### src/hw/rtl/smu_pkg.sv
// Shared types and codes for the sorted merge union block.
package smu_pkg;

    typedef enum logic [1:0] {
        CMD_LOAD_A = 2'd0,
        CMD_LOAD_B = 2'd1,
        CMD_RUN    = 2'd2,
        CMD_NOP    = 2'd3
    } smu_cmd_t;

    typedef enum logic [3:0] {
        ST_IDLE  = 4'b0001,
        ST_FETCH = 4'b0010,
        ST_PICK  = 4'b0100,
        ST_FINAL = 4'b1000
    } smu_state_t;

    // Decision of the select unit for one merge step.
    typedef struct packed {
        logic any;       // at least one list still has elements
        logic take_a;    // the element comes from the first list
        logic emit_new;  // the element differs from the one held back, or none is held
    } smu_pick_t;

endpackage

### src/hw/rtl/smu_ram.sv
// Generic single-write, single-read RAM with registered read data.
module smu_ram
    #(
        parameter int WIDTH = 32,
        parameter int DEPTH = 16,
        localparam int AW   = (DEPTH > 1) ? $clog2(DEPTH) : 1
    )
    (
        input  logic                     aclk,
        input  logic                     we,
        input  logic [AW-1:0]            waddr,
        input  logic [WIDTH-1:0]         wdata,
        input  logic [AW-1:0]            raddr,
        output logic [WIDTH-1:0]         rdata
    );

    logic [WIDTH-1:0] mem [DEPTH];

    always_ff @(posedge aclk) begin
        if (we) begin
            mem[waddr] <= wdata;
        end
        rdata <= mem[raddr];
    end

endmodule

### src/hw/rtl/smu_sel.sv
// Compare and select unit used once per merge step.
module smu_sel
    import smu_pkg::*;
    #(
        parameter int DATA_WIDTH = 32
    )
    (
        input  logic signed [DATA_WIDTH-1:0] a_val,
        input  logic signed [DATA_WIDTH-1:0] b_val,
        input  logic                         a_avail,
        input  logic                         b_avail,
        input  logic signed [DATA_WIDTH-1:0] prev_val,
        input  logic                         have_prev,
        output smu_pick_t                    pick,
        output logic signed [DATA_WIDTH-1:0] sel_val
    );

    logic a_le_b;

    // Ties go to the first list.
    assign a_le_b = (a_val <= b_val);

    always_comb begin
        pick.any      = a_avail || b_avail;
        pick.take_a   = a_avail && (!b_avail || a_le_b);
        sel_val       = pick.take_a ? a_val : b_val;
        pick.emit_new = !have_prev || (sel_val != prev_val);
    end

endmodule

### src/hw/rtl/sorted_merge_union.sv
// A load transaction is taken while idle and gives no result.
// A run walks both stores element by element, each step a RAM read (FETCH)
// then a compare (PICK); a step stalls in PICK while the output is held.
// The block is not ready for input while a run is in progress.
// Reset clears the counts, the dropped flag, the sequencer and the output
// valid flag; the stores keep their contents and are read only below the counts.
module sorted_merge_union
    import smu_pkg::*;
    #(
        parameter int DEPTH      = 16,
        parameter int DATA_WIDTH = 32
    )
    (
        input  logic                         aclk,
        input  logic                         aresetn,
        input  logic                         s_valid,
        output logic                         s_ready,
        input  logic [1:0]                   s_command,
        input  logic signed [DATA_WIDTH-1:0] s_value,
        output logic                         m_valid,
        input  logic                         m_ready,
        output logic signed [DATA_WIDTH-1:0] m_value_res,
        output logic                         m_last,
        output logic                         m_empty_res,
        output logic                         m_overflow
    );

    localparam int AW = (DEPTH > 1) ? $clog2(DEPTH) : 1;
    localparam int CW = $clog2(DEPTH + 1);

    smu_state_t state_reg, state_next;

    logic [CW-1:0] cnt_a_reg, cnt_a_next;
    logic [CW-1:0] cnt_b_reg, cnt_b_next;
    logic [CW-1:0] i_reg, i_next;
    logic [CW-1:0] j_reg, j_next;
    logic          dropped_reg, dropped_next;
    logic          have_prev_reg, have_prev_next;
    logic signed [DATA_WIDTH-1:0] prev_reg, prev_next;

    logic                         m_valid_reg, m_valid_next;
    logic signed [DATA_WIDTH-1:0] m_value_reg, m_value_next;
    logic                         m_last_reg, m_last_next;
    logic                         m_empty_reg, m_empty_next;
    logic                         m_ovf_reg, m_ovf_next;

    logic                         s_fire;
    logic                         we_a, we_b;
    logic                         out_free;
    logic signed [DATA_WIDTH-1:0] rd_a, rd_b;
    logic signed [DATA_WIDTH-1:0] sel_val;
    smu_pick_t                    pick;

    assign s_ready  = (state_reg == ST_IDLE);
    assign s_fire   = s_valid && s_ready;
    assign out_free = !m_valid_reg || m_ready;
    assign we_a     = s_fire && (s_command == CMD_LOAD_A) && (cnt_a_reg < CW'(DEPTH));
    assign we_b     = s_fire && (s_command == CMD_LOAD_B) && (cnt_b_reg < CW'(DEPTH));

    smu_ram #(.WIDTH(DATA_WIDTH), .DEPTH(DEPTH)) u_ram_a (
        .aclk  (aclk),
        .we    (we_a),
        .waddr (cnt_a_reg[AW-1:0]),
        .wdata (s_value),
        .raddr (i_reg[AW-1:0]),
        .rdata (rd_a)
    );

    smu_ram #(.WIDTH(DATA_WIDTH), .DEPTH(DEPTH)) u_ram_b (
        .aclk  (aclk),
        .we    (we_b),
        .waddr (cnt_b_reg[AW-1:0]),
        .wdata (s_value),
        .raddr (j_reg[AW-1:0]),
        .rdata (rd_b)
    );

    smu_sel #(.DATA_WIDTH(DATA_WIDTH)) u_sel (
        .a_val     (rd_a),
        .b_val     (rd_b),
        .a_avail   (i_reg < cnt_a_reg),
        .b_avail   (j_reg < cnt_b_reg),
        .prev_val  (prev_reg),
        .have_prev (have_prev_reg),
        .pick      (pick),
        .sel_val   (sel_val)
    );

    always_comb begin
        state_next     = state_reg;
        cnt_a_next     = cnt_a_reg;
        cnt_b_next     = cnt_b_reg;
        i_next         = i_reg;
        j_next         = j_reg;
        dropped_next   = dropped_reg;
        have_prev_next = have_prev_reg;
        prev_next      = prev_reg;
        m_valid_next   = m_valid_reg && !m_ready;
        m_value_next   = m_value_reg;
        m_last_next    = m_last_reg;
        m_empty_next   = m_empty_reg;
        m_ovf_next     = m_ovf_reg;

        case (state_reg)
            ST_IDLE: begin
                if (s_fire) begin
                    case (s_command)
                        CMD_LOAD_A: begin
                            if (we_a) begin
                                cnt_a_next = cnt_a_reg + CW'(1);
                            end else begin
                                dropped_next = 1'b1;
                            end
                        end
                        CMD_LOAD_B: begin
                            if (we_b) begin
                                cnt_b_next = cnt_b_reg + CW'(1);
                            end else begin
                                dropped_next = 1'b1;
                            end
                        end
                        CMD_RUN: begin
                            i_next         = '0;
                            j_next         = '0;
                            have_prev_next = 1'b0;
                            state_next     = ST_FETCH;
                        end
                        default: begin
                        end
                    endcase
                end
            end
            ST_FETCH: begin
                // The read addresses settle here; data is valid next cycle.
                state_next = ST_PICK;
            end
            ST_PICK: begin
                if (!pick.any) begin
                    state_next = ST_FINAL;
                end else if (!(pick.emit_new && have_prev_reg && !out_free)) begin
                    if (pick.take_a) begin
                        i_next = i_reg + CW'(1);
                    end else begin
                        j_next = j_reg + CW'(1);
                    end
                    if (pick.emit_new) begin
                        // The held value is now known not to be the final one.
                        if (have_prev_reg) begin
                            m_valid_next = 1'b1;
                            m_value_next = prev_reg;
                            m_last_next  = 1'b0;
                            m_empty_next = 1'b0;
                            m_ovf_next   = dropped_reg;
                        end
                        prev_next      = sel_val;
                        have_prev_next = 1'b1;
                    end
                    state_next = ST_FETCH;
                end
            end
            ST_FINAL: begin
                if (out_free) begin
                    m_valid_next = 1'b1;
                    m_value_next = have_prev_reg ? prev_reg : '0;
                    m_last_next  = 1'b1;
                    m_empty_next = !have_prev_reg;
                    m_ovf_next   = dropped_reg;
                    cnt_a_next   = '0;
                    cnt_b_next   = '0;
                    dropped_next = 1'b0;
                    state_next   = ST_IDLE;
                end
            end
            default: begin
                state_next = ST_IDLE;
            end
        endcase
    end

    always_ff @(posedge aclk) begin
        if (!aresetn) begin
            state_reg     <= ST_IDLE;
            cnt_a_reg     <= '0;
            cnt_b_reg     <= '0;
            i_reg         <= '0;
            j_reg         <= '0;
            dropped_reg   <= 1'b0;
            have_prev_reg <= 1'b0;
            m_valid_reg   <= 1'b0;
        end else begin
            state_reg     <= state_next;
            cnt_a_reg     <= cnt_a_next;
            cnt_b_reg     <= cnt_b_next;
            i_reg         <= i_next;
            j_reg         <= j_next;
            dropped_reg   <= dropped_next;
            have_prev_reg <= have_prev_next;
            m_valid_reg   <= m_valid_next;
        end
    end

    always_ff @(posedge aclk) begin
        prev_reg    <= prev_next;
        m_value_reg <= m_value_next;
        m_last_reg  <= m_last_next;
        m_empty_reg <= m_empty_next;
        m_ovf_reg   <= m_ovf_next;
    end

    assign m_valid     = m_valid_reg;
    assign m_value_res = m_value_reg;
    assign m_last      = m_last_reg;
    assign m_empty_res = m_empty_reg;
    assign m_overflow  = m_ovf_reg;

`ifndef ASSERT_OFF
    a_cnt_bound: assert property (@(posedge aclk) disable iff (!aresetn)
        (cnt_a_reg <= CW'(DEPTH)) && (cnt_b_reg <= CW'(DEPTH)))
        else $error("list count beyond depth");

    a_ptr_bound: assert property (@(posedge aclk) disable iff (!aresetn)
        (state_reg == ST_PICK) |-> (i_reg <= cnt_a_reg) && (j_reg <= cnt_b_reg))
        else $error("merge pointer beyond list count");

    a_empty_result: assert property (@(posedge aclk) disable iff (!aresetn)
        (m_valid && m_empty_res) |-> (m_last && (m_value_res == '0)))
        else $error("empty result not final or not zero");

    a_run_start: assert property (@(posedge aclk) disable iff (!aresetn)
        (s_fire && (s_command == CMD_RUN)) |=> (state_reg == ST_FETCH) && !have_prev_reg)
        else $error("run did not start a merge");
`endif

endmodule

### config.mk
export PLATFORM = sky130hd
export DESIGN_NAME = sorted_merge_union
export DESIGN_NICKNAME = d
export VERILOG_FILES = /design/src/hw/rtl/smu_pkg.sv /design/src/hw/rtl/smu_ram.sv /design/src/hw/rtl/smu_sel.sv /design/src/hw/rtl/sorted_merge_union.sv
export SDC_FILE = /design/constraint.sdc
export NUM_CORES = 1
export LEC_CHECK = 0
export ABC_CLOCK_PERIOD_IN_PS = 6600
export BUFFER_PORTS_ARGS = -buffer_cell sky130_fd_sc_hd__clkbuf_2
export CAP_MARGIN = 30
export CORE_MARGIN = 5
export CORE_UTILIZATION = 62
export DETAILED_ROUTE_END_ITERATION = 6
export GPL_TIMING_DRIVEN = 0
export PLACE_DENSITY = 0.77
export SYNTH_ARGS = -nofsm -noshare
export SYNTH_HDL_FRONTEND = slang
export SYNTH_SLANG_ARGS = --single-unit
### constraint.sdc
create_clock -name aclk -period 6.6 [get_ports aclk]
set_clock_uncertainty 0.05 [all_clocks]
set_input_delay 0.66 -clock aclk [delete_from_list [all_inputs] [get_ports aclk]]
set_output_delay 0.66 -clock aclk [all_outputs]
set_load 0.02 [all_outputs]
# [After elaboration in Yosys (flattened, before gate mapping)]
# Memories as Yosys holds them, arrays and structs flattened. A register that Yosys moved wholly into a read port is not among the register bits.
# Index checks and enable logic that the tools add are counted.
[op_classes] n_addsub=4 order_cmp=5 eq_ne=24 mux=69 n_bitwise=1 reduce_logical=31
[ops] cell="two-way mux 32 bit" n=7
[ops] cell="two-way mux 5 bit" n=15
[ops] cell="one-hot mux 32 bit (2 select lines)" n=1
[ops] cell="one-hot mux 5 bit (2 select lines)" n=4
[ops] cell="<= comparator 32 bit" n=1
[ops] cell="inequality test 32 bit" n=1
[ops] cell="AND reduction 6 bit" n=5
[ops] cell="two-way mux 1 bit" n=29
[ops] cell="adder 5 x 1 -> 5 bit (second input constant)" n=4
[ops] cell="two-way mux 4 bit" n=5
[ops] cell="one-hot mux 4 bit (4 select lines)" n=1
[ops] cell="inequality test 2 bit (second input constant)" n=7
[ops] cell="one-hot mux 1 bit (2 select lines)" n=7
[ops] cell="inequality test 2 x 1 -> 1 bit (second input constant)" n=6
[ops] cell="< comparator 5 bit" n=2
[ops] cell="< comparator 5 bit (second input constant)" n=2
[ops] cell="AND reduction 5 bit" n=2
[ops] cell="logical AND 1 bit" n=9
[ops] cell="inequality test 3 bit (second input constant)" n=3
[ops] cell="AND reduction 4 bit" n=2
[ops] cell="nonzero test 2 bit" n=3
[ops] cell="logical NOT 1 bit" n=5
[ops] cell="== test 4 x 1 -> 1 bit (second input constant)" n=1
[ops] cell="== test 4 x 2 -> 1 bit (second input constant)" n=1
[ops] cell="8 further kinds" n=11
[totals] regBits=94 mem_bits_rw=1024 out_inout_bits=37 word_cells=149 memories=2
[memory_table] name="u_ram_a.mem" words=16 width=32 rd=1 rd_ports_with_merged_regs=1 write_ports=1 line="smu_ram.sv:17" text="logic [WIDTH-1:0] mem [DEPTH];"
[memory_table] name="u_ram_b.mem" words=16 width=32 rd=1 rd_ports_with_merged_regs=1 write_ports=1 line="smu_ram.sv:17"

# [Logic depth before layout (Yosys ltp)]
[depth] depth_word=12 mapped_depth=16

# [By module]
# Synthesis repeated with hierarchy kept, for this count alone.
[unflattened] hier_cells=2223 hier_area_um2=45333.5
[modules_own_cells] mod="smu_ram" instances=2 cells_per_inst=838 area_each_um2=19835.3
[modules_own_cells] mod="sorted_merge_union" instances=1 cells_per_inst=276 area_each_um2=3776.1
[modules_own_cells] mod="smu_sel" instances=1 cells_per_inst=271 area_each_um2=1886.8

# [Worst setup path before layout]
# No wires, ideal clock.
[synth_timing] path_type="register -> register" start="reg cnt_b_reg[2]" end="reg prev_reg[0] (enable)" setup_ps=432 arrival_ps=4277 t_required_ps=6118 slack_ps=1841 stages_incl_launch_ff=16 n_path_buf=2 synth_period_minus_slack_ps=4759 cell_sequence="dfxtp_1 > clkbuf_1 > inv_1 > ha_1 > a21o_1 > a31oi_1 > o21ai_1 > a311oi_1 > a221o_1 > nor3_2 > buf_4 > mux2i_1 > a2111oi_4 > nand3_1 > nand2_1 > a21oi_1"
[synth_between] elab_chain_cells=11
[synth_lines] item="from (decl)" line="sorted_merge_union.sv:34" text="logic [CW-1:0] cnt_b_reg, cnt_b_next;"
[synth_lines] item="from (signal assigned)" line="sorted_merge_union.sv:193" text="cnt_b_reg <= cnt_b_next;"
[synth_lines] item="< comparator 5 bit (*)" line="sorted_merge_union.sv:82" text=".b_avail (j_reg < cnt_b_reg),"
[synth_lines] item="logical NOT 1 bit" line="smu_sel.sv:25" text="pick.take_a = a_avail && (!b_avail || a_le_b);"
[synth_lines] item="logical OR 1 bit" line="smu_sel.sv:25"
[synth_lines] item="logical AND 1 bit" line="smu_sel.sv:25"
[synth_lines] item="two-way mux 32 bit" line="smu_sel.sv:26" text="sel_val = pick.take_a ? a_val : b_val;"
[synth_lines] item="inequality test 32 bit" line="smu_sel.sv:27" text="pick.emit_new = !have_prev || (sel_val != prev_val);"
[synth_lines] item="logical OR 1 bit" line="smu_sel.sv:27"
[synth_lines] item="logical AND 1 bit (2 in a row)" line="sorted_merge_union.sv:140" text="end else if (!(pick.emit_new && have_prev_reg && !out_free)) begin"
[synth_lines] item="NOT 1 bit (no line)"
[synth_lines] item="AND reduction 4 bit (no line) (*)"
[synth_lines] item="to (signal assigned)" line="sorted_merge_union.sv:203" text="prev_reg <= prev_next;"
[synth_lines] item="to (decl)" line="sorted_merge_union.sv:39" text="logic signed [DATA_WIDTH-1:0] prev_reg, prev_next;"
# Every way passes the cells marked *; elsewhere a longest branch is shown, timed or not.
# A chain may end at the register's enable or synchronous reset.

# [Worst setup path after layout]
[layout_timing] start="reg u_ram_b.rdata[14] (read register of u_ram_b.mem)" end="reg m_value_reg[8], in the netlist m_value_res[8] (enable)"
[layout_between] elab_chain_cells=10
[layout_lines] item="from (decl)" line="smu_ram.sv:14" text="output logic [WIDTH-1:0] rdata"
[layout_lines] item="<= comparator 32 bit" line="smu_sel.sv:21" text="assign a_le_b = (a_val <= b_val);"
[layout_lines] item="logical OR 1 bit" line="smu_sel.sv:25"
[layout_lines] item="logical AND 1 bit" line="smu_sel.sv:25"
[layout_lines] item="two-way mux 32 bit (*)" line="smu_sel.sv:26"
[layout_lines] item="inequality test 32 bit (*)" line="smu_sel.sv:27"
[layout_lines] item="logical OR 1 bit (*)" line="smu_sel.sv:27"
[layout_lines] item="logical AND 1 bit (2 in a row)" line="sorted_merge_union.sv:140"
[layout_lines] item="inequality test 2 bit (no line)"
[layout_lines] item="AND reduction 6 bit (no line) (*)"
[layout_lines] item="to (signal assigned)" line="sorted_merge_union.sv:204" text="m_value_reg <= m_value_next;"
[layout_lines] item="to (decl)" line="sorted_merge_union.sv:42" text="logic signed [DATA_WIDTH-1:0] m_value_reg, m_value_next;"
# Marked as above.

==> results.txt <==
Status = complete, but fails checks
Failing checks = design-rule violations
1st-iter DRT viols = 3,384
Critical Path Start = u_ram_b.rdata[14]$_DFF_P_
Ant. Diodes = 0
FF-to-FF setup slack = 1220 ps
Setup tns final = 0 ps
Place WS = 1564 ps
Post-synth EDFFs = 1,091
First-pass iteration count of the detailed router = 7
XOR/XNOR Fraction of Synth Area = 0.9246%
Vias in the first global route = 23,640
Finished Cell Area = 0.05218 sq mm
Worst skew pair latency = 680 ps
Flops & latches, synth = 1,182
Fin Hold WS = 284.4 ps
Final Cycle Share = 81.46%
IO buf count = 74
Core Rows = 99
Compound-Gate Fraction of Synth Area = 1.646%
Inst Count DP = 3,216
Post-DRT Antenna Nets = 0
# hold bufs at CTS = 0
IO Count = 75
DP Area = 0.04833 sq mm
Setup CP Type = flop to flop
Dominant synthesized flop cell = edfxtp_1
Largest stage delay, worst path = 850 ps
TritonCTS Sinks = 1,182
Wire length per cell = 33.38 um
Clock Tree Buf Depth = 3
CP endpoint kind = flop
Post-synthesis cell type count = 54
Vias per cell = 6.796
Pin count of the biggest net entering global routing = 33
Postcts setup bufs = 0
Max_slew headroom = 33.14%
Pwr dens = 291.4 mW/mm^2
Sequential share of the synthesized area = 76.06%
GRT Resource Usage Total = 29.30%
Final setup vio count = 0
Ys Warns = 0
Largest regs = u_ram_a.mem: 512 flops, u_ram_b.mem: 512 flops
DRT Wirelength = 114.6 mm
Tightest Pin Transition = 1003 ps
Yosys top cell by area = edfxtp_1
First-pass GRT wire length = 164.8 mm
Fin cells = 3,432
Initial antenna violation count = 0
Max cap viols = 0
Min-delay worst type = input port to flop
Syn Area/Cell = 21.50 sq um
Detailed Place HPWL = 72.28 mm
Worst EP required = 6910 ps
# nets final = 2,465
Post-synth net total = 2,203
Mapped cell area = 0.04547 sq mm
Post-Synth Simple-Gate Area = 2.666%
Ranking of synthesized cells by area = edfxtp_1 (72%), mux4_2 (16%), dfxtp_1 (4.0%)
Final min period = 5376 ps
H-tree levels = 3
Die span in x = 280.8 um
Die height = 280.8 um
Largest family of logic cells by synthesized area = multiplexers
CP arrival = 5690 ps
Mux contribution to synthesized area = 16.10%
Final WS setup = 1224 ps
Via count = 23,330
Crit-path max FO = 23
Yosys top cell area share = 72.05%
Share of layout cells above drive strength 1 = 27.50%
CP Launch Type = flop
Post-Synth Adder-Cell Area = 1.376%
Worst path slowest cell = nor4_1
Final hold violation count = 0
Peak VDD IR = 225.6 uV
Final Max Tran Viols = 0
CTS tree = yes
Post-synthesis cell count = 2,115
DRC violations left = 3
Ys async rst share = 0%
Pleak = 16.48 nW
P&R area growth vs syn = 14.76%
CTS resizes = 0
RR Startpoint = u_ram_b.rdata[14]$_DFF_P_
Hold Crit Start = aresetn
Core outline area = 0.07283 sq mm
Initial core utilization = 62.43%
Clk root buf = clkbuf_16
Congestion Overflow GR = 0
Fmax achieved = 186.0 MHz
Fillers = 4,050
Cell chain of the critical path = inv_1 -> ha_1 -> nand4_1 -> nor4_1 -> a311oi_1 -> a221o_1 -> nor3_2 -> buf_4 -> mux2i_1 -> a22oi_1 -> nand3_1 -> a31oi_1 -> nor2_4 -> buf_12
Die ar. = 0.07885 sq mm
Clock-pin slew on the worst setup and hold paths = 60 ps
Clock buffer count from CTS = 110
Gpl congestion = 0.9400
RSZ-0062 raised after global routing = false
==> per-layer routing <==
layer / part of all wire, % / vias to the layer above / track usage [%] / wire, um
met2: 49 / 1572 / 46.95 / 56330
met3: 10 / 182 / 5.582 / 11530
met1: 38 / 12290 / 42.88 / 43550
met4: 2.8 / 0 / 7.960 / 3154
met5: 0 / - / 0 / 0
li1: - / 9284 / - / -
==> report_power, final <==
group / internal, mW / switching (mW) / leakage (nW)
combinational: 0.117 / 0.272 / 4.08
sequential: 8.23 / 0.0492 / 10.6
clock: 3.80 / 2.74 / 1.83
==> cell usage in the layout, fill, tap and decap left out, drive strengths merged, types with 3 or more instances in the layout <==
cell type,instances
edfxtp,1091
mux4,320
clkbuf,273
buf,104
dfxtp,91
nand2,69
inv,59
ha,50
clkinv,48
o21ai,38
nor2,38
a21oi,32
nor2b,28
xor2,27
xnor2,21
nand4,17
and2,16
bufinv,16
nand3,14
nor3,14
nor4,12
nand2b,11
mux2i,9
o22ai,9
a21o,7
and3,5
nand3b,4
or4,4
a221oi,4
o21a,4
clkinvlp,4
a31oi,3
a211oi,3
o2bb2ai,3
a21boi,3
==> critical path, delay by kind of cell (launching register included) <==
| family | cells | cell delay (ps) |
|---|---|---|
| mux | 1 | 340 |
| compound gates | 4 | 1240 |
| flops | 1 | 440 |
| simple gates | 5 | 1970 |
| buf+inv | 3 | 640 |
| fa+ha+maj | 1 | 350 |
==> logic make-up (layout without fill, tap and decap cells) <==
group | count (synthesis) | in the layout
AO/OA/AOI/OAI | 119 | 119
multiplexers | 331 | 331
AND/OR/NAND/NOR | 238 | 238
XOR/XNOR | 48 | 48
buffers and inverters | 147 | 505
flip-flops | 1182 | 1182
adder cells (fa/ha/maj) | 50 | 50
==> worst paths after layout <==
path,to,cells past startpoint
min reg2reg,m_overflow$_DFFE_PP_,0
min,state_reg[2]$_SDFFE_PN0P_,3
max reg2reg,m_value_res[8]$_DFFE_PP_,14
max,m_value_res[8]$_DFFE_PP_,14
==> synthesized netlist by cell type, drive strengths merged, types with 11 or more instances <==
cell type,n
o21ai,38
and2,16
nand2b,11
mux4,320
xnor2,21
clkbuf,61
dfxtp,91
a21oi,32
nor4,12
nor2b,28
nand3,14
xor2,27
nand4,17
nor3,14
edfxtp,1091
ha,50
nand2,69
buf,29
nor2,38
inv,57
==> through the flow <==
stage	utilization (%)	power, mW
floorplan	-	8.591
global placement	64.58	8.772
detailed placement	66.36	8.809
CTS	71.48	15.24
global route	71.64	15.63
finish	71.64	15.21
==> final cells by class <==
cell class              instances  area, sq um  area share (%)
flip-flops and latches       1182        34580           66.28
multi-input cells             786        10480           20.07
clock buffers                 138         2960           5.673
repair buffers                150         1634           3.132
well taps                     959         1200           2.300
clock inverters                70        768.2           1.472
plain buffers                  90        345.3          0.6618
inverters                      57        214.0          0.4100
(Power assumes the default switching activity.)
